File: src/rtl/radix_text_number_codec_assert.svh
// Assertion macros shared by the codec modules.
// RTNC_ASSERT_IMPL checks cons in the same cycle as ante.
// RTNC_ASSERT_NEXT checks cons in the cycle after ante.
`ifndef RADIX_TEXT_NUMBER_CODEC_ASSERT_SVH
`define RADIX_TEXT_NUMBER_CODEC_ASSERT_SVH

`ifndef ASSERT_OFF
`define RTNC_ASSERT_IMPL(label, clk, rst, ante, cons) \
   label: assert property (@(posedge clk) disable iff (rst) (ante) |-> (cons)) \
      else $error("%m: assertion failed");
`define RTNC_ASSERT_NEXT(label, clk, rst, ante, cons) \
   label: assert property (@(posedge clk) disable iff (rst) (ante) |=> (cons)) \
      else $error("%m: assertion failed");
`else
`define RTNC_ASSERT_IMPL(label, clk, rst, ante, cons)
`define RTNC_ASSERT_NEXT(label, clk, rst, ante, cons)
`endif

`endif

File: src/rtl/rtnc_pkg.sv
package rtnc_pkg;

   localparam int DATA_WIDTH      = 64;
   localparam int SYMBOL_WIDTH    = 8;
   localparam int DIGIT_WIDTH     = 7;
   localparam int CHUNK_WIDTH     = 8;
   localparam int MUL_WIDTH       = DIGIT_WIDTH + CHUNK_WIDTH;
   localparam int MAX_DIGITS      = 11;
   localparam int DIGIT_IDX_WIDTH = $clog2(MAX_DIGITS);

   localparam int RADIX_LO    = 71;
   localparam int RADIX_HI    = 75;
   // reciprocals ceil(2^RECIP_SHIFT / radix), exact for dividends below 75*256
   localparam int RECIP_SHIFT = 21;
   localparam int RECIP_LO    = 29538;
   localparam int RECIP_HI    = 27963;

   localparam logic RADIX_SEL_71 = 1'b0;
   localparam logic RADIX_SEL_75 = 1'b1;

   localparam logic OP_ENCODE = 1'b0;
   localparam logic OP_DECODE = 1'b1;

   typedef struct packed {
      logic                    mode;
      logic                    radix_sel;
      logic [DIGIT_WIDTH-1:0]  carry;
      logic [CHUNK_WIDTH-1:0]  chunk;
   } step_req_type;

   typedef struct packed {
      logic [CHUNK_WIDTH-1:0]  chunk;
      logic [DIGIT_WIDTH-1:0]  carry;
   } step_rsp_type;

   typedef struct packed {
      logic                    valid;
      logic [DIGIT_WIDTH-1:0]  value;
   } digit_type;

   function automatic logic [SYMBOL_WIDTH-1:0] digit_char(
      input logic sel, input logic [DIGIT_WIDTH-1:0] v);
      logic [SYMBOL_WIDTH-1:0] c;
      c = '0;
      if (sel == RADIX_SEL_71) begin
         if (v < 7'd10)      c = 8'h30 + 8'(v);
         else if (v < 7'd36) c = 8'h61 + 8'(v - 7'd10);
         else if (v < 7'd62) c = 8'h41 + 8'(v - 7'd36);
         else begin
            case (v)
               7'd62:   c = 8'h21;
               7'd63:   c = 8'h40;
               7'd64:   c = 8'h24;
               7'd65:   c = 8'h25;
               7'd66:   c = 8'h3f;
               7'd67:   c = 8'h26;
               7'd68:   c = 8'h3c;
               7'd69:   c = 8'h28;
               default: c = 8'h29;
            endcase
         end
      end else begin
         if (v < 7'd26)      c = 8'h61 + 8'(v);
         else if (v < 7'd52) c = 8'h41 + 8'(v - 7'd26);
         else begin
            case (v)
               7'd52:   c = 8'h21;
               7'd53:   c = 8'h40;
               7'd54:   c = 8'h23;
               7'd55:   c = 8'h24;
               7'd56:   c = 8'h25;
               7'd57:   c = 8'h3f;
               7'd58:   c = 8'h26;
               7'd59:   c = 8'h3c;
               7'd60:   c = 8'h3e;
               7'd61:   c = 8'h28;
               7'd62:   c = 8'h29;
               7'd63:   c = 8'h2b;
               7'd64:   c = 8'h5f;
               7'd65:   c = 8'h2a;
               7'd66:   c = 8'h7b;
               7'd67:   c = 8'h7d;
               7'd68:   c = 8'h5b;
               7'd69:   c = 8'h5d;
               7'd70:   c = 8'h7e;
               7'd71:   c = 8'h60;
               7'd72:   c = 8'h27;
               7'd73:   c = 8'h22;
               default: c = 8'h7c;
            endcase
         end
      end
      return c;
   endfunction

   function automatic digit_type digit_of(
      input logic sel, input logic [SYMBOL_WIDTH-1:0] ch);
      digit_type d;
      d.valid = 1'b1;
      d.value = '0;
      if (sel == RADIX_SEL_71) begin
         if (ch >= 8'h30 && ch <= 8'h39)      d.value = 7'(ch - 8'h30);
         else if (ch >= 8'h61 && ch <= 8'h7a) d.value = 7'(ch - 8'h61 + 8'd10);
         else if (ch >= 8'h41 && ch <= 8'h5a) d.value = 7'(ch - 8'h41 + 8'd36);
         else begin
            case (ch)
               8'h21:   d.value = 7'd62;
               8'h40:   d.value = 7'd63;
               8'h24:   d.value = 7'd64;
               8'h25:   d.value = 7'd65;
               8'h3f:   d.value = 7'd66;
               8'h26:   d.value = 7'd67;
               8'h3c:   d.value = 7'd68;
               8'h28:   d.value = 7'd69;
               8'h29:   d.value = 7'd70;
               default: d.valid = 1'b0;
            endcase
         end
      end else begin
         if (ch >= 8'h61 && ch <= 8'h7a)      d.value = 7'(ch - 8'h61);
         else if (ch >= 8'h41 && ch <= 8'h5a) d.value = 7'(ch - 8'h41 + 8'd26);
         else begin
            case (ch)
               8'h21:   d.value = 7'd52;
               8'h40:   d.value = 7'd53;
               8'h23:   d.value = 7'd54;
               8'h24:   d.value = 7'd55;
               8'h25:   d.value = 7'd56;
               8'h3f:   d.value = 7'd57;
               8'h26:   d.value = 7'd58;
               8'h3c:   d.value = 7'd59;
               8'h3e:   d.value = 7'd60;
               8'h28:   d.value = 7'd61;
               8'h29:   d.value = 7'd62;
               8'h2b:   d.value = 7'd63;
               8'h5f:   d.value = 7'd64;
               8'h2a:   d.value = 7'd65;
               8'h7b:   d.value = 7'd66;
               8'h7d:   d.value = 7'd67;
               8'h5b:   d.value = 7'd68;
               8'h5d:   d.value = 7'd69;
               8'h7e:   d.value = 7'd70;
               8'h60:   d.value = 7'd71;
               8'h27:   d.value = 7'd72;
               8'h22:   d.value = 7'd73;
               8'h7c:   d.value = 7'd74;
               default: d.valid = 1'b0;
            endcase
         end
      end
      return d;
   endfunction

endpackage

File: src/rtl/rtnc_step.sv
module rtnc_step (
   input  rtnc_pkg::step_req_type step_req,
   output rtnc_pkg::step_rsp_type step_rsp
);
   import rtnc_pkg::*;

   logic [MUL_WIDTH-1:0]   radix;
   logic [MUL_WIDTH-1:0]   recip;
   logic [MUL_WIDTH-1:0]   dividend;
   logic [MUL_WIDTH-1:0]   mul_a;
   logic [MUL_WIDTH-1:0]   mul_b;
   logic [2*MUL_WIDTH-1:0] prod;
   logic [MUL_WIDTH-1:0]   quot;
   logic [MUL_WIDTH-1:0]   quot_times_radix;
   logic [MUL_WIDTH-1:0]   rem;
   logic [MUL_WIDTH-1:0]   mac;

   always_comb begin
      radix    = (step_req.radix_sel == RADIX_SEL_75) ? MUL_WIDTH'(RADIX_HI)
                                                       : MUL_WIDTH'(RADIX_LO);
      recip    = (step_req.radix_sel == RADIX_SEL_75) ? MUL_WIDTH'(RECIP_HI)
                                                       : MUL_WIDTH'(RECIP_LO);
      dividend = {step_req.carry, step_req.chunk};

      // one multiplier: reciprocal product for divide, chunk times radix for decode
      if (step_req.mode == OP_ENCODE) begin
         mul_a = dividend;
         mul_b = recip;
      end else begin
         mul_a = MUL_WIDTH'(step_req.chunk);
         mul_b = radix;
      end
      prod = (2*MUL_WIDTH)'(mul_a) * (2*MUL_WIDTH)'(mul_b);

      quot = MUL_WIDTH'(prod[RECIP_SHIFT +: CHUNK_WIDTH]);
      // radix 71 = 64 + 8 - 1, radix 75 = 64 + 8 + 2 + 1
      if (step_req.radix_sel == RADIX_SEL_75)
         quot_times_radix = (quot << 6) + (quot << 3) + (quot << 1) + quot;
      else
         quot_times_radix = (quot << 6) + (quot << 3) - quot;
      rem = dividend - quot_times_radix;

      mac = prod[MUL_WIDTH-1:0] + MUL_WIDTH'(step_req.carry);

      if (step_req.mode == OP_ENCODE) begin
         step_rsp.chunk = quot[CHUNK_WIDTH-1:0];
         step_rsp.carry = rem[DIGIT_WIDTH-1:0];
      end else begin
         step_rsp.chunk = mac[CHUNK_WIDTH-1:0];
         step_rsp.carry = mac[MUL_WIDTH-1:CHUNK_WIDTH];
      end
   end

endmodule

File: src/rtl/radix_text_number_codec.sv
// Radix 71 / radix 75 text codec for unsigned numbers.
// Input beats (req_*) carry an operation: encode takes req_data as a number and
// returns 1 to 11 character beats on rsp_*, most significant first, with
// rsp_last_result on the final one. Decode takes one character in req_data[7:0];
// only a beat with req_last returns a beat, holding the accumulated value on
// rsp_number, rsp_is_number high and the sticky invalid-character flag.
// csr_write_enable / csr_write_data select the alphabet (0 = radix 71).
// The block works on one request at a time; req_ready is high only when idle.
// Work runs through one 8-bit step unit, one chunk of the number per cycle,
// C = ceil(NUMBER_WIDTH/8) chunks (8 at 64 bits):
//   encode: a divide pass per digit (D digits), then D character beats
//   decode: a multiply pass per character, then a result beat on the last.
// Each digit of an encode costs one full pass of the divide-by-radix loop.
// A result sits in an output register; a stalled receiver holds the
// sequencer in its emit state, while a new request is taken once idle.
// Reset (synchronous) clears the accumulator, error flag, radix select
// and any pending result.
`include "radix_text_number_codec_assert.svh"

module radix_text_number_codec #(
   parameter int NUMBER_WIDTH = 64
) (
   input  logic                              clock,
   input  logic                              reset,
   input  logic                              req_valid,
   output logic                              req_ready,
   input  logic                              req_operation,
   input  logic [rtnc_pkg::DATA_WIDTH-1:0]   req_data,
   input  logic                              req_last,
   output logic                              rsp_valid,
   input  logic                              rsp_ready,
   output logic [rtnc_pkg::SYMBOL_WIDTH-1:0] rsp_symbol,
   output logic [rtnc_pkg::DATA_WIDTH-1:0]   rsp_number,
   output logic                              rsp_is_number,
   output logic                              rsp_error,
   output logic                              rsp_last_result,
   input  logic                              csr_write_enable,
   input  logic                              csr_write_data
);
   import rtnc_pkg::*;

   localparam int CHUNKS = (NUMBER_WIDTH + CHUNK_WIDTH - 1) / CHUNK_WIDTH;
   localparam int PADW   = CHUNKS * CHUNK_WIDTH;
   localparam int CNT_W  = $clog2(CHUNKS);
   localparam logic [PADW-1:0] PAD_MASK = {PADW{1'b1}} >> (PADW - NUMBER_WIDTH);

   typedef enum logic [2:0] {
      ST_IDLE,
      ST_ENC_DIV,
      ST_ENC_OUT,
      ST_DEC_MUL,
      ST_DEC_OUT
   } state_type;

   state_type                   state_ff;
   logic                        radix_sel_ff;
   logic [PADW-1:0]             val_ff;
   logic [PADW-1:0]             acc_ff;
   logic                        err_ff;
   logic                        last_ff;
   logic [DIGIT_WIDTH-1:0]      carry_ff;
   logic                        nz_ff;
   logic [CNT_W-1:0]            chunk_cnt_ff;
   logic [DIGIT_IDX_WIDTH-1:0]  digit_cnt_ff;
   logic [DIGIT_IDX_WIDTH-1:0]  out_idx_ff;
   logic [SYMBOL_WIDTH-1:0]     digit_buf_ff [MAX_DIGITS];

   logic                        rsp_valid_ff;
   logic [SYMBOL_WIDTH-1:0]     rsp_symbol_ff;
   logic [DATA_WIDTH-1:0]       rsp_number_ff;
   logic                        rsp_is_number_ff;
   logic                        rsp_error_ff;
   logic                        rsp_last_result_ff;

   step_req_type                step_req;
   step_rsp_type                step_rsp;
   digit_type                   req_digit;
   logic [PADW-1:0]             acc_in;
   logic                        nz_in;
   logic                        slot_free;
   logic                        rsp_load;
   logic                        chunk_done;
   logic [DIGIT_WIDTH-1:0]      radix_val;

   rtnc_step u_step (
      .step_req (step_req),
      .step_rsp (step_rsp)
   );

   always_comb begin
      step_req.mode      = (state_ff == ST_DEC_MUL) ? OP_DECODE : OP_ENCODE;
      step_req.radix_sel = radix_sel_ff;
      step_req.carry     = carry_ff;
      step_req.chunk     = (state_ff == ST_DEC_MUL) ? acc_ff[CHUNK_WIDTH-1:0]
                                                    : val_ff[PADW-1 -: CHUNK_WIDTH];
      req_digit  = digit_of(radix_sel_ff, req_data[SYMBOL_WIDTH-1:0]);
      acc_in     = {step_rsp.chunk, acc_ff[PADW-1:CHUNK_WIDTH]};
      nz_in      = nz_ff | (step_rsp.chunk != '0);
      slot_free  = !rsp_valid_ff || rsp_ready;
      rsp_load   = ((state_ff == ST_ENC_OUT) || (state_ff == ST_DEC_OUT)) && slot_free;
      chunk_done = (chunk_cnt_ff == CNT_W'(CHUNKS - 1));
      radix_val  = (radix_sel_ff == RADIX_SEL_75) ? DIGIT_WIDTH'(RADIX_HI)
                                                  : DIGIT_WIDTH'(RADIX_LO);
   end

   always_ff @(posedge clock) begin
      if (reset) begin
         state_ff     <= ST_IDLE;
         rsp_valid_ff <= 1'b0;
         radix_sel_ff <= RADIX_SEL_71;
         acc_ff       <= '0;
         err_ff       <= 1'b0;
      end else begin
         if (csr_write_enable) radix_sel_ff <= csr_write_data;
         // load a new beat, or drop the one just taken
         if (rsp_load) rsp_valid_ff <= 1'b1;
         else if (rsp_ready) rsp_valid_ff <= 1'b0;

         case (state_ff)
            ST_IDLE: begin
               if (req_valid) begin
                  chunk_cnt_ff <= '0;
                  if (req_operation == OP_ENCODE) begin
                     val_ff       <= PADW'(req_data[NUMBER_WIDTH-1:0]);
                     carry_ff     <= '0;
                     nz_ff        <= 1'b0;
                     digit_cnt_ff <= '0;
                     state_ff     <= ST_ENC_DIV;
                  end else begin
                     // invalid character counts as digit zero
                     carry_ff <= req_digit.valid ? req_digit.value : '0;
                     err_ff   <= err_ff | !req_digit.valid;
                     last_ff  <= req_last;
                     state_ff <= ST_DEC_MUL;
                  end
               end
            end

            ST_ENC_DIV: begin
               // shift the quotient in behind the chunk just consumed
               val_ff <= {val_ff[PADW-CHUNK_WIDTH-1:0], step_rsp.chunk};
               if (chunk_done) begin
                  digit_buf_ff[digit_cnt_ff] <= digit_char(radix_sel_ff, step_rsp.carry);
                  carry_ff     <= '0;
                  nz_ff        <= 1'b0;
                  chunk_cnt_ff <= '0;
                  digit_cnt_ff <= digit_cnt_ff + DIGIT_IDX_WIDTH'(1);
                  if (!nz_in || digit_cnt_ff == DIGIT_IDX_WIDTH'(MAX_DIGITS - 1)) begin
                     out_idx_ff <= digit_cnt_ff;
                     state_ff   <= ST_ENC_OUT;
                  end
               end else begin
                  carry_ff     <= step_rsp.carry;
                  nz_ff        <= nz_in;
                  chunk_cnt_ff <= chunk_cnt_ff + CNT_W'(1);
               end
            end

            ST_ENC_OUT: begin
               if (slot_free) begin
                  rsp_symbol_ff      <= digit_buf_ff[out_idx_ff];
                  rsp_number_ff      <= '0;
                  rsp_is_number_ff   <= 1'b0;
                  rsp_error_ff       <= 1'b0;
                  rsp_last_result_ff <= (out_idx_ff == '0);
                  out_idx_ff         <= out_idx_ff - DIGIT_IDX_WIDTH'(1);
                  if (out_idx_ff == '0) state_ff <= ST_IDLE;
               end
            end

            ST_DEC_MUL: begin
               // rotate acc * radix in from the low chunk up; carry starts as the digit
               carry_ff <= step_rsp.carry;
               if (chunk_done) begin
                  acc_ff       <= acc_in & PAD_MASK;
                  chunk_cnt_ff <= '0;
                  state_ff     <= last_ff ? ST_DEC_OUT : ST_IDLE;
               end else begin
                  acc_ff       <= acc_in;
                  chunk_cnt_ff <= chunk_cnt_ff + CNT_W'(1);
               end
            end

            ST_DEC_OUT: begin
               if (slot_free) begin
                  rsp_symbol_ff      <= '0;
                  rsp_number_ff      <= DATA_WIDTH'(acc_ff[NUMBER_WIDTH-1:0]);
                  rsp_is_number_ff   <= 1'b1;
                  rsp_error_ff       <= err_ff;
                  rsp_last_result_ff <= 1'b1;
                  acc_ff             <= '0;
                  err_ff             <= 1'b0;
                  state_ff           <= ST_IDLE;
               end
            end

            default: state_ff <= ST_IDLE;
         endcase
      end
   end

   assign req_ready       = (state_ff == ST_IDLE);
   assign rsp_valid       = rsp_valid_ff;
   assign rsp_symbol      = rsp_symbol_ff;
   assign rsp_number      = rsp_number_ff;
   assign rsp_is_number   = rsp_is_number_ff;
   assign rsp_error       = rsp_error_ff;
   assign rsp_last_result = rsp_last_result_ff;

   `RTNC_ASSERT_NEXT(a_busy_after_accept, clock, reset,
      req_valid && req_ready, !req_ready)
   `RTNC_ASSERT_IMPL(a_carry_below_radix, clock, reset,
      state_ff == ST_ENC_DIV || state_ff == ST_DEC_MUL, carry_ff < radix_val)
   `RTNC_ASSERT_IMPL(a_digit_count_bound, clock, reset,
      state_ff == ST_ENC_DIV, digit_cnt_ff < DIGIT_IDX_WIDTH'(MAX_DIGITS))
   `RTNC_ASSERT_NEXT(a_acc_cleared, clock, reset,
      state_ff == ST_DEC_OUT && slot_free, acc_ff == '0 && !err_ff)
   `RTNC_ASSERT_IMPL(a_number_beat_no_symbol, clock, reset,
      rsp_valid_ff && rsp_is_number_ff, rsp_symbol_ff == '0 && rsp_last_result_ff)

endmodule
File: config.mk
export PLATFORM = sky130hd
export DESIGN_NAME = radix_text_number_codec
export DESIGN_NICKNAME = d
export VERILOG_FILES = /design/src/rtl/rtnc_pkg.sv /design/src/rtl/rtnc_step.sv /design/src/rtl/radix_text_number_codec.sv
export VERILOG_INCLUDE_DIRS = /design/src /design/src/rtl
export SDC_FILE = /design/constraint.sdc
export NUM_CORES = 1
export LEC_CHECK = 0
export BUFFER_PORTS_ARGS = -buffer_cell sky130_fd_sc_hd__buf_2
export CORE_MARGIN = 3
export CORE_UTILIZATION = 60
export DETAILED_ROUTE_END_ITERATION = 7
export HOLD_SLACK_MARGIN = 0.08
export MAX_ROUTING_LAYER = met4
export PLACE_DENSITY = 0.79
export RECOVER_POWER = 100
export SETUP_SLACK_MARGIN = 0.1
export SYNTH_ARGS = -nofsm -noshare
export SYNTH_HDL_FRONTEND = slang
export SYNTH_HIERARCHICAL = 1
export SYNTH_SLANG_ARGS = --single-unit
File: constraint.sdc
create_clock -name clock -period 15.2 [get_ports clock]
set_input_delay 4.56 -clock clock [delete_from_list [all_inputs] [get_ports clock]]
set_output_delay 4.56 -clock clock [all_outputs]
set_load 0.005 [all_outputs]
# == Yosys cells after proc, flatten, opt, wreduce, memory -nomap -nowiden ==
# Memory sizes are Yosys's and may differ from the RTL's. A register that Yosys moved wholly into a read port is not among the register bits.
# Index checks and enable logic that the tools add are counted.
# totals
regBits,229
latch_bits,0
mem_bits_rw,88
romBits,0
input_bits,72
output_inout_bits,77
wordCells,241
n_memories,1
# memory_table
name,words,word_bits,read_ports,rd_ports_with_merged_regs,write_ports,line_no,source
digit_buf_ff,11,8,1,1,1,radix_text_number_codec.sv:66,logic [SYMBOL_WIDTH-1:0] digit_buf_ff [MAX_DIGITS];
# classes
add_sub_neg,23
multipliers,1
div,0
magnitude_cmp,11
eq_ne,60
shifts,0
mux,91
n_bitwise,3
reduce_logical,34
# op_table
cell,n
64-bit case mux with 2 select lines,3
64-bit 2-to-1 mux,4
7-bit case mux with 23 select lines,1
7-bit case mux with 22 select lines,1
8-bit by 6-bit equality test with 1-bit output (second input constant),14
8-bit 2-to-1 mux,13
7-bit by 6-bit equality test with 1-bit output (second input constant),12
8-bit by 7-bit equality test with 1-bit output (second input constant),9
7-bit equality test (second input constant),10
7-bit 2-to-1 mux,10
7-bit case mux with 9 select lines,1
7-bit case mux with 8 select lines,1
15-bit 2-to-1 mux,3
4-bit 2-to-1 mux,8
3-bit 2-to-1 mux,10
15-bit by 15-bit multiplier with 29-bit output,1
7-bit by 8-bit adder with 8-bit output (first input constant),3
1-bit 2-to-1 mux,23
23-bit OR reduction,1
7-bit adder,3
7-bit by 6-bit less-than comparator with 1-bit output (second input constant),3
7-bit case mux with 3 select lines,1
8-bit by 7-bit greater-or-equal comparator with 1-bit output (second input constant),2
8-bit by 7-bit <= comparator with 1-bit output (second input constant),2
other kinds (49),84

# == Logic depth before layout (Yosys ltp) ==
# Gate-level depths: netlist of run 1.
# logic_depth
word_depth,19
mapped_depth,55
ltp_nobuf,47

# == Modules after synthesis ==
# The synthesis of run 1 kept the hierarchy.
# by_module_without_submodules
module,instances,cells_each,area_each_um2,seq_area_each_um2
radix_text_number_codec,1,1382,15220.8,8898.5
rtnc_step,1,856,7591.0,0.0

# == Worst setup path before layout of run 1 ==
# No wires, ideal clock.
# synth_path
path_type,reg2reg
from,reg state_ff[0]
to,mem digit_buf_ff[0][4] (data pin)
setup_ns,0.301
arrival_ns,11.931
t_required_ns,14.899
setup_slack_ns,2.968
stages_incl_launch_ff,49
n_path_buf,8
period_less_slack_ns,12.232
path_cell_list,dfxtp_1 clkbuf_1 nand2b_1 clkbuf_1 nor2_1 clkbuf_1 clkbuf_1 clkbuf_1 inv_1 clkbuf_1 nand2_1 inv_1 fa_1 inv_1 fa_1 inv_1 fa_1 fa_1 [13 not listed] inv_1 ha_1 a21o_1 a21oi_1 xnor2_1 or3_1 a21o_1 a31oi_1 xnor3_1 mux2i_1 clkbuf_1 nor2b_1 clkbuf_1 and3_1 nor4_2 a31oi_1 o21a_1 a211oi_1
# synth_rtl
item,line_no,source
from (decl),radix_text_number_codec.sv:55,state_type state_ff;
from (signal assigned),radix_text_number_codec.sv:177,state_ff <= last_ff ? ST_DEC_OUT : ST_IDLE;
to (decl),radix_text_number_codec.sv:66,

==> summary.md, run 1 <==
| Metric | Value |
|---|---|
| WP data required | `approximately 15 ns` |
| Final period demand of the worst path | `13.93 ns` |
| Fraction of layout cells with a size suffix above 1 | `0.09554` |
| Synth-to-Final Area Change | `9.187%` |
| First-pass GRT wire length | `91990 µm` |
| Outcome | `complete, but fails checks` |
| Die Span Y | `approximately 200 µm` |
| Min-delay src | `val_ff[31]` |
| Crit path DAT | `approximately 14 ns` |
| TritonCTS clock tree | `yes` |
| Met3 WL | `~4000 µm` |
| CP max-delay cell | `a21oi_1` |
| Wire length per cell | `slightly below 20 µm` |
| Number of global-route vias before repair | `16972` |
| Final setup viols | `0` |
| Post-Route Skew | `0.03436 ns` |
| Crit. End Element | `flip-flop` |
| Post-CTS Setup Inserts | `0` |
| Deepest clock path buffer count | `3` |
| RSZ-0062 raised after global routing | `false` |
| Total Routing Usage GR | `0.2915` |
| Fin. max-slew vios | `442` |
| Final Hold Vio Count | `0` |
| Setup TNS | `0 ns` |
| Layout filler cell count | `between 2000 and 3000` |
| WHS Path Cells | `2` |
| IO buf count | `148` |
| Clk_lat worst skew | `0.57 ns` |
| Vias | `around 17000` |
| Multi-input logic area | `0.01264 mm²` |
| Die area | `0.04040 mm²` |
| Synth Area per Inst | `between 10 and 15 µm²` |
| Horiz. Die Dim | `around 200 µm` |
| M1 wire length | `~24000 µm` |
| DRT iter0 DRCs | `about 1600` |
| Nets | `approximately 2700` |
| # DRC | `0` |
| Antenna Nets Post-Route | `0` |
| Kind of critical path | `flip-flop to flip-flop` |
| I/O Pins | `around 150` |
| Initial Utilization | `0.6157` |
| Num CTS Buffers | `30` |
| DRT Pass-1 Iters | `5` |
| Violated checks | `max-capacitance violations, max-slew violations` |
| Max layer used | `met4` |
| Grt ovf | `0` |
| Yosys cell types | `a little over 90` |
| Met2 WL | `27600 µm` |
| Hold Path Class | `flip-flop to flip-flop` |
| Clock root cell | `clkbuf_16` |
| Core region area | `~0.037 mm²` |
| Slew HR | `-1.582` |
| Warnings, synthesis | `6` |
| Max H-tree Level | `1` |
| CTS sink cnt | `around 320` |
| Syn Inst Count | `between 2000 and 2500` |
| Cell Area, Synth | `between 0.02 and 0.025 mm²` |
| FF+latch area | `~0.0089 mm²` |
| # Max-Cap Violations | `6` |
| Clock Pin Slew Worst Setup and Hold Paths | `about 0.06 ns` |
| Synth async-reset ratio | `0` |
| GPL Wtd Cong | `between 0.9 and 1` |
| Worst R2R Start | `state_ff[0]` |
| CP Launch Type | `flip-flop` |
| Sequential area share after synthesis | `0.3901` |
| Worst-Margin Slew | `roughly 3.9 ns` |
| Core Rows | `70` |
| Largest net degree at the start of global routing | `80` |
| Max Freq | `~70 MHz` |
| #FFs+latches synth | `around 320` |
| Post-synth EDFFs | `between 200 and 250` |
| Crit path launch | `state_ff[0]` |
| Reg2reg path depth | `between 40 and 50` |
| Crit Path Max Fanout | `27` |
| Largest stage delay on the critical path | `between 0.7 and 0.8 ns` |
| Ys flop type | `edfxtp_1` |
| Avg Vias per Cell | `a little under 6` |
| Final Cycle Share | `0.9166` |
| Post-Route WL | `~57000 µm` |
| Post-DP HPWL | `42350 µm` |
| Antenna violations before repair | `4` |
## logic make-up after synthesis
logic type               count (synthesis)  share of synthesized area
buffers and inverters                  359                    0.06022
adder cells (fa/ha/maj)                310                     0.2201
flip-flops                             321                     0.3901
AO/OA/AOI/OAI                          375                     0.1106
AND/OR/NAND/NOR                        749                     0.1593
multiplexers                            47                    0.03017
XOR/XNOR                                74                    0.02901
other                                    3                  0.0004936
## registers in the layout, summed over array words and instances (netlist names), 3 cells and up, named ones only
signal        flops
carry_ff          7
val_ff           64
out_idx_ff        4
acc_ff           64
digit_cnt_ff      4
state_ff          3
digit_buf_ff     88
rsp_symbol        8
chunk_cnt_ff      3
rsp_number       64
## worst max-delay path, delay by kind of cell (launching register included)
family / cells / cell delay [ns]
compound gates: 11 / 3.62
buf+inv: 8 / 0.95
xor+xnor: 2 / 0.35
mux: 1 / 0.49
simple gates: 8 / 2.75
flops: 1 / 0.50
fa+ha+maj: 11 / 4.96
## cell type report
class / count / area share
flip-flops and latches: 321 / 0.3573
multi-input cells: 1574 / 0.5077
clock inverters: 11 / 0.003165
clock buffers: 45 / 0.03481
repair buffers: 180 / 0.03441
inverters: 245 / 0.03692
well taps: 504 / 0.02532
diodes: 4 / 0.0004019
## synthesized netlist by cell type (all sizes together), types with 7 or more instances
| library cell | n | area [µm²] |
|---|---|---|
| nand2 | 287 | 1077 |
| edfxtp | 247 | 7417 |
| inv | 245 | 919.6 |
| nor2 | 161 | 606.8 |
| ha | 158 | 1977 |
| fa | 152 | 3043 |
| and2 | 98 | 614.4 |
| clkbuf | 98 | 367.9 |
| a21oi | 89 | 452.9 |
| dfxtp | 74 | 1481 |
| o21ai | 67 | 339.1 |
| a22oi | 65 | 488.0 |
| xnor2 | 48 | 420.4 |
| nor2b | 45 | 281.5 |
| nor3 | 42 | 225.2 |
| a211oi | 30 | 230.2 |
| xor2 | 25 | 219.0 |
| nand3 | 19 | 95.09 |
| a21o | 18 | 135.1 |
| nand2b | 18 | 112.6 |
| mux2i | 17 | 170.2 |
| buf | 16 | 86.32 |
| mux4 | 16 | 360.4 |
| and3 | 14 | 87.58 |
| mux2 | 14 | 157.7 |
| a31oi | 11 | 68.82 |
| nor3b | 9 | 78.83 |
| a221oi | 8 | 76.32 |
| nor4 | 8 | 62.56 |
| o211ai | 8 | 60.06 |
| o21a | 8 | 60.06 |
| o22ai | 7 | 43.79 |
| or3 | 7 | 43.79 |
## cells in the final DEF (no fill, tap or decap), types with 7 or more instances in the layout
cell       instances
a31oi_1           11
xnor2_1           48
and3_1            14
dfxtp_1           73
edfxtp_1         247
nor3_1            38
o211ai_1           8
fa_1             152
nor2b_1           45
nand2_1          287
and2_1            44
nand3_1           19
o21ai_0           62
inv_1            245
and2_0            53
mux2_2            13
mux2i_1           17
nand2b_1          17
clkbuf_16         30
conb_1            19
mux4_2            16
clkbuf_1          65
o22ai_1            7
nor3b_1            8
a22oi_1           65
xor2_1            25
o21a_1             8
nor2_1           157
buf_2            109
a21oi_1           88
a21o_1            18
ha_1             158
buf_4             12
or3_1              7
a211oi_1          28
## through the flow
step / instance area [µm²] / utilization / cells / setup WS, ns / hold slack, ns
global placement: 24090 / 0.6502 / 2824 / 2.194 / 0.4871
global route: 24910 / 0.6723 / 2884 / 0.2077 / 0.5252
finish: 24910 / 0.6723 / 2884 / 1.267 / 0.5055
CTS: 25030 / 0.6757 / 2880 / 1.570 / 0.5093
floorplan: 22870 / - / 2254 / 2.968 / 0.4737
detailed placement: 24090 / 0.6502 / 2824 / 1.616 / 0.4897
## worst paths after layout
path | endpoint | slack (ns)
worst min-delay path | val_ff[39] | 0.51
worst min register to register | val_ff[39] | 0.51
worst max-delay path | digit_buf_ff[10][5] | 1.27
worst max register to register | digit_buf_ff[10][5] | 1.27
## repair_timing
action,CTS,global route
endpoints found under the setup margin,0,11
hold endpoints to repair,0,0
gates resized for setup,0,1
hold buffers,0,0
## routing by layer
layer	up-vias	track usage
li1	7908	-
met4	0	0.08030
met5	-	-
met2	628	0.4691
met1	8209	0.3859
met3	95	0.05092
Power of run 1 is left out: the tool's default activity adds up to more than one toggle a clock period on the data nets, which glitch-free logic cannot reach.
==> run 2, diff against run 1 <==
--- a/config.mk
+++ b/config.mk
@@ -7,12 +7,14 @@
 export NUM_CORES = 1
 export LEC_CHECK = 0
 export BUFFER_PORTS_ARGS = -buffer_cell sky130_fd_sc_hd__buf_2
+export CELL_PAD_IN_SITES_DETAIL_PLACEMENT = 0
+export CELL_PAD_IN_SITES_GLOBAL_PLACEMENT = 2
 export CORE_MARGIN = 3
-export CORE_UTILIZATION = 60
+export CORE_UTILIZATION = 25
 export DETAILED_ROUTE_END_ITERATION = 7
 export HOLD_SLACK_MARGIN = 0.08
 export MAX_ROUTING_LAYER = met4
-export PLACE_DENSITY = 0.79
+export PLACE_DENSITY_LB_ADDON = 0.1
 export RECOVER_POWER = 100
 export SETUP_SLACK_MARGIN = 0.1
 export SYNTH_ARGS = -nofsm -noshare
==> constraint.sdc (replaced) <==
create_clock -name clock -period 17 [get_ports clock]
set_input_delay 5.1 -clock clock [delete_from_list [all_inputs] [get_ports clock]]
set_output_delay 5.1 -clock clock [all_outputs]
set_load 0.005 [all_outputs]
==> run 2 against run 1 <==
Compared with the run above: the run still ends with max-capacitance violations, max-slew violations left; worst setup slack better by 1.1 ns; register-to-register slack better by 1.1 ns; count of clock-buffer cells in the layout is 13 higher; core utilization is 38 points lower; routed wire length is 30% higher; global-route usage is 13 points lower; sequential share of layout area is 1.5 points lower; worst hold slack worse by 0.0017 ns; via count is 1.6% lower; sequential cell count stayed put; non-clock buffer count is 2 higher.
==> summary.md, run 2 (same netlist as run 1, synthesis figures left out) <==
| Metric | Value |
|---|---|
| Crit path DAT | `14.81 ns (+0.64 ns)` |
| Most common cell after layout, fill and taps aside | `nand2_1` |
| Fraction of layout cells with a size suffix above 1 | `0.08696 (-0.008582)` |
| Max Freq | `68.35 MHz (-4.8%)` |
| # placed instances | `3498 (+24%)` |
| Crit. End Element | `flip-flop` |
| Core region area | `0.09029 mm² (+140%)` |
| Post-CTS Setup Inserts | `0 (unchanged)` |
| WP data required | `17.18 ns (+1.74 ns)` |
| Post-Route Skew | `0.01325 ns (-0.02111 ns)` |
| First-pass GRT wire length | `113700 µm (+24%)` |
| Antenna violations before repair | `2 (-2)` |
| Final setup viols | `0 (unchanged)` |
| Cts repair resizes | `0 (unchanged)` |
| FF+latch area | `0.008901 mm² (about the same)` |
| Post-DP HPWL | `56700 µm (+34%)` |
| Setup TNS | `0 ns (unchanged)` |
| Antenna Nets Post-Route | `0 (unchanged)` |
| Final Cycle Share | `0.8606 (-0.05602)` |
| Final cell count without fillers | `3569 (+24%)` |
| Largest delay share family, worst path | `adder cells` |
| CP Depth | `40 (-2.4%)` |
| IO buf count | `148 (unchanged)` |
| CP max-delay cell | `clkbuf_1` |
| Worst-Margin Slew | `3.622 ns (-0.2510 ns)` |
| Max H-tree Level | `2 (+1)` |
| Vias | `16569 (-1.6%)` |
| Buffers & Inverters on Critical Path | `6 (-2)` |
| Outcome | `complete, but fails checks` |
| Multi-input logic area | `0.01262 mm² (-0.19%)` |
| RSZ-0062 raised after global routing | `false` |
| Grt ovf | `0 (unchanged)` |
| R2R Path End | `digit_buf_ff[1][4]` |
| DRT iter0 DRCs | `1016 (-36%)` |
| Commonest cells after routing, fill and taps aside | `nand2_1, edfxtp_1, inv_1` |
| Worst R2R Start | `state_ff[0]` |
| Reg with most FFs | `digit_buf_ff` |
| DRT Pass-1 Iters | `5 (unchanged)` |
| Final Hold Vio Count | `0 (unchanged)` |
| Die area | `0.09491 mm² (+130%)` |
| Post-Route WL | `73890 µm (+30%)` |
| WHS Path Cells | `2 (unchanged)` |
| Crit Path Max Fanout | `24 (-11%)` |
| Min-delay src | `val_ff[31]` |
| Clock root cell | `clkbuf_16` |
| Avg Vias per Cell | `4.642 (-20%)` |
| Violated checks | `max-capacitance violations, max-slew violations` |
| Initial Utilization | `0.2527 (-0.3631)` |
| Reg-to-reg slack, setup | `2.37 ns (+1.10 ns)` |
| Reg2reg path depth | `40 (-2.4%)` |
| Nets | `2744 (+0.37%)` |
| Wire length per cell | `20.70 µm (+4.9%)` |
| Largest stage delay on the critical path | `1.01 ns (+0.28 ns)` |
| Most frequent CP cell | `fa_1` |
| Crit path launch | `state_ff[0]` |
| GPL Wtd Cong | `0.8451 (-15%)` |
| Total Routing Usage GR | `0.1619 (-0.1297)` |
| CTS sink cnt | `321 (unchanged)` |
| CP Launch Type | `flip-flop` |
| Deepest clock path buffer count | `3 (unchanged)` |
| Number of global-route vias before repair | `17490 (+3.1%)` |
| TritonCTS clock tree | `yes` |
| Die Span Y | `308.1 µm (+53%)` |
| Hold Path Class | `flip-flop to flip-flop` |
| Synth-to-Final Area Change | `13.87%` |
| Kind of critical path | `flip-flop to flip-flop` |
| Max reg flops | `88 (unchanged)` |
| # Max-Cap Violations | `9 (+3)` |
| Final period demand of the worst path | `14.63 ns (+0.6975 ns)` |
| Hold path endpoint | `val_ff[39]` |
| Largest net degree at the start of global routing | `80 (unchanged)` |
| I/O Pins | `149 (unchanged)` |
| # DRC | `0 (unchanged)` |
| Clock Pin Slew Worst Setup and Hold Paths | `0.06 ns (about the same)` |
| Num CTS Buffers | `38 (+27%)` |
| Clk_lat worst skew | `0.54 ns (-0.03 ns)` |
| Fin. max-slew vios | `445 (+0.68%)` |
| CTS Hold Bufs | `0 (unchanged)` |
| Slew HR | `-1.415 (+0.1673)` |
| Layout filler cell count | `9593 (+240%)` |
| Core Rows | `110 (+57%)` |
| Horiz. Die Dim | `308.1 µm (+53%)` |
==> run 2: cell types whose count changed in the layout (fill, tap and decap cells not counted), moves of 3 or more <==
cell / previous run / this run
and2_0: 53 / 57
and2_1: 44 / 40
buf_2: 109 / 83
clkbuf_1: 65 / 99
clkbuf_16: 30 / 39
diode_2: 4 / 1
==> run 2: cell type report <==
type,count,area share
Inverter,245,0.03540
Clock buffer,58,0.04186
Multi-Input combinational cell,1574,0.4859
Sequential cell,321,0.3427
Tap cell,1176,0.05664
Antenna cell,1,0.00009633
Timing Repair Buffer,182,0.03232
Clock inverter,12,0.005154
==> run 2: worst register-to-register path: cells and delay by family (launching register included) <==
kind            cells  cell delay, ns
xor+xnor            2            0.32
buf+inv             6            1.68
compound gates     10            3.02
fa+ha+maj          11            5.13
mux                 1            0.61
flops               1            0.46
simple gates       10            3.04
==> run 2: stage by stage <==
stage               hold slack [ns]  instance area (µm²)    util  setup WS (ns)
floorplan                    0.4737                22870       -          4.768
global placement             0.4959                24960  0.2764          3.133
detailed placement           0.4990                24960  0.2764          2.943
CTS                          0.5075                26180  0.2900          2.921
global route                 0.5378                25980  0.2877          1.009
finish                       0.5038                25980  0.2877          2.370
==> run 2: routing by layer <==
layer,track usage,vias up,part of all wire
li1,-,7920,-
met1,0.2264,8214,0.49
met2,0.2573,358,0.46
met3,0.01387,77,0.031
met4,0.03265,0,0.017
met5,-,-,0
==> run 2: worst max path at each step <==
stage,end
4_1_cts,digit_buf_ff[8][4]
3_5_place_dp,digit_buf_ff[8][4]
6_report,digit_buf_ff[1][4]
3_3_place_gp,digit_buf_ff[10][4]
2_1_floorplan,digit_buf_ff[0][4]
5_1_grt,digit_buf_ff[8][4]
Power of run 2 is left out for the same reason.
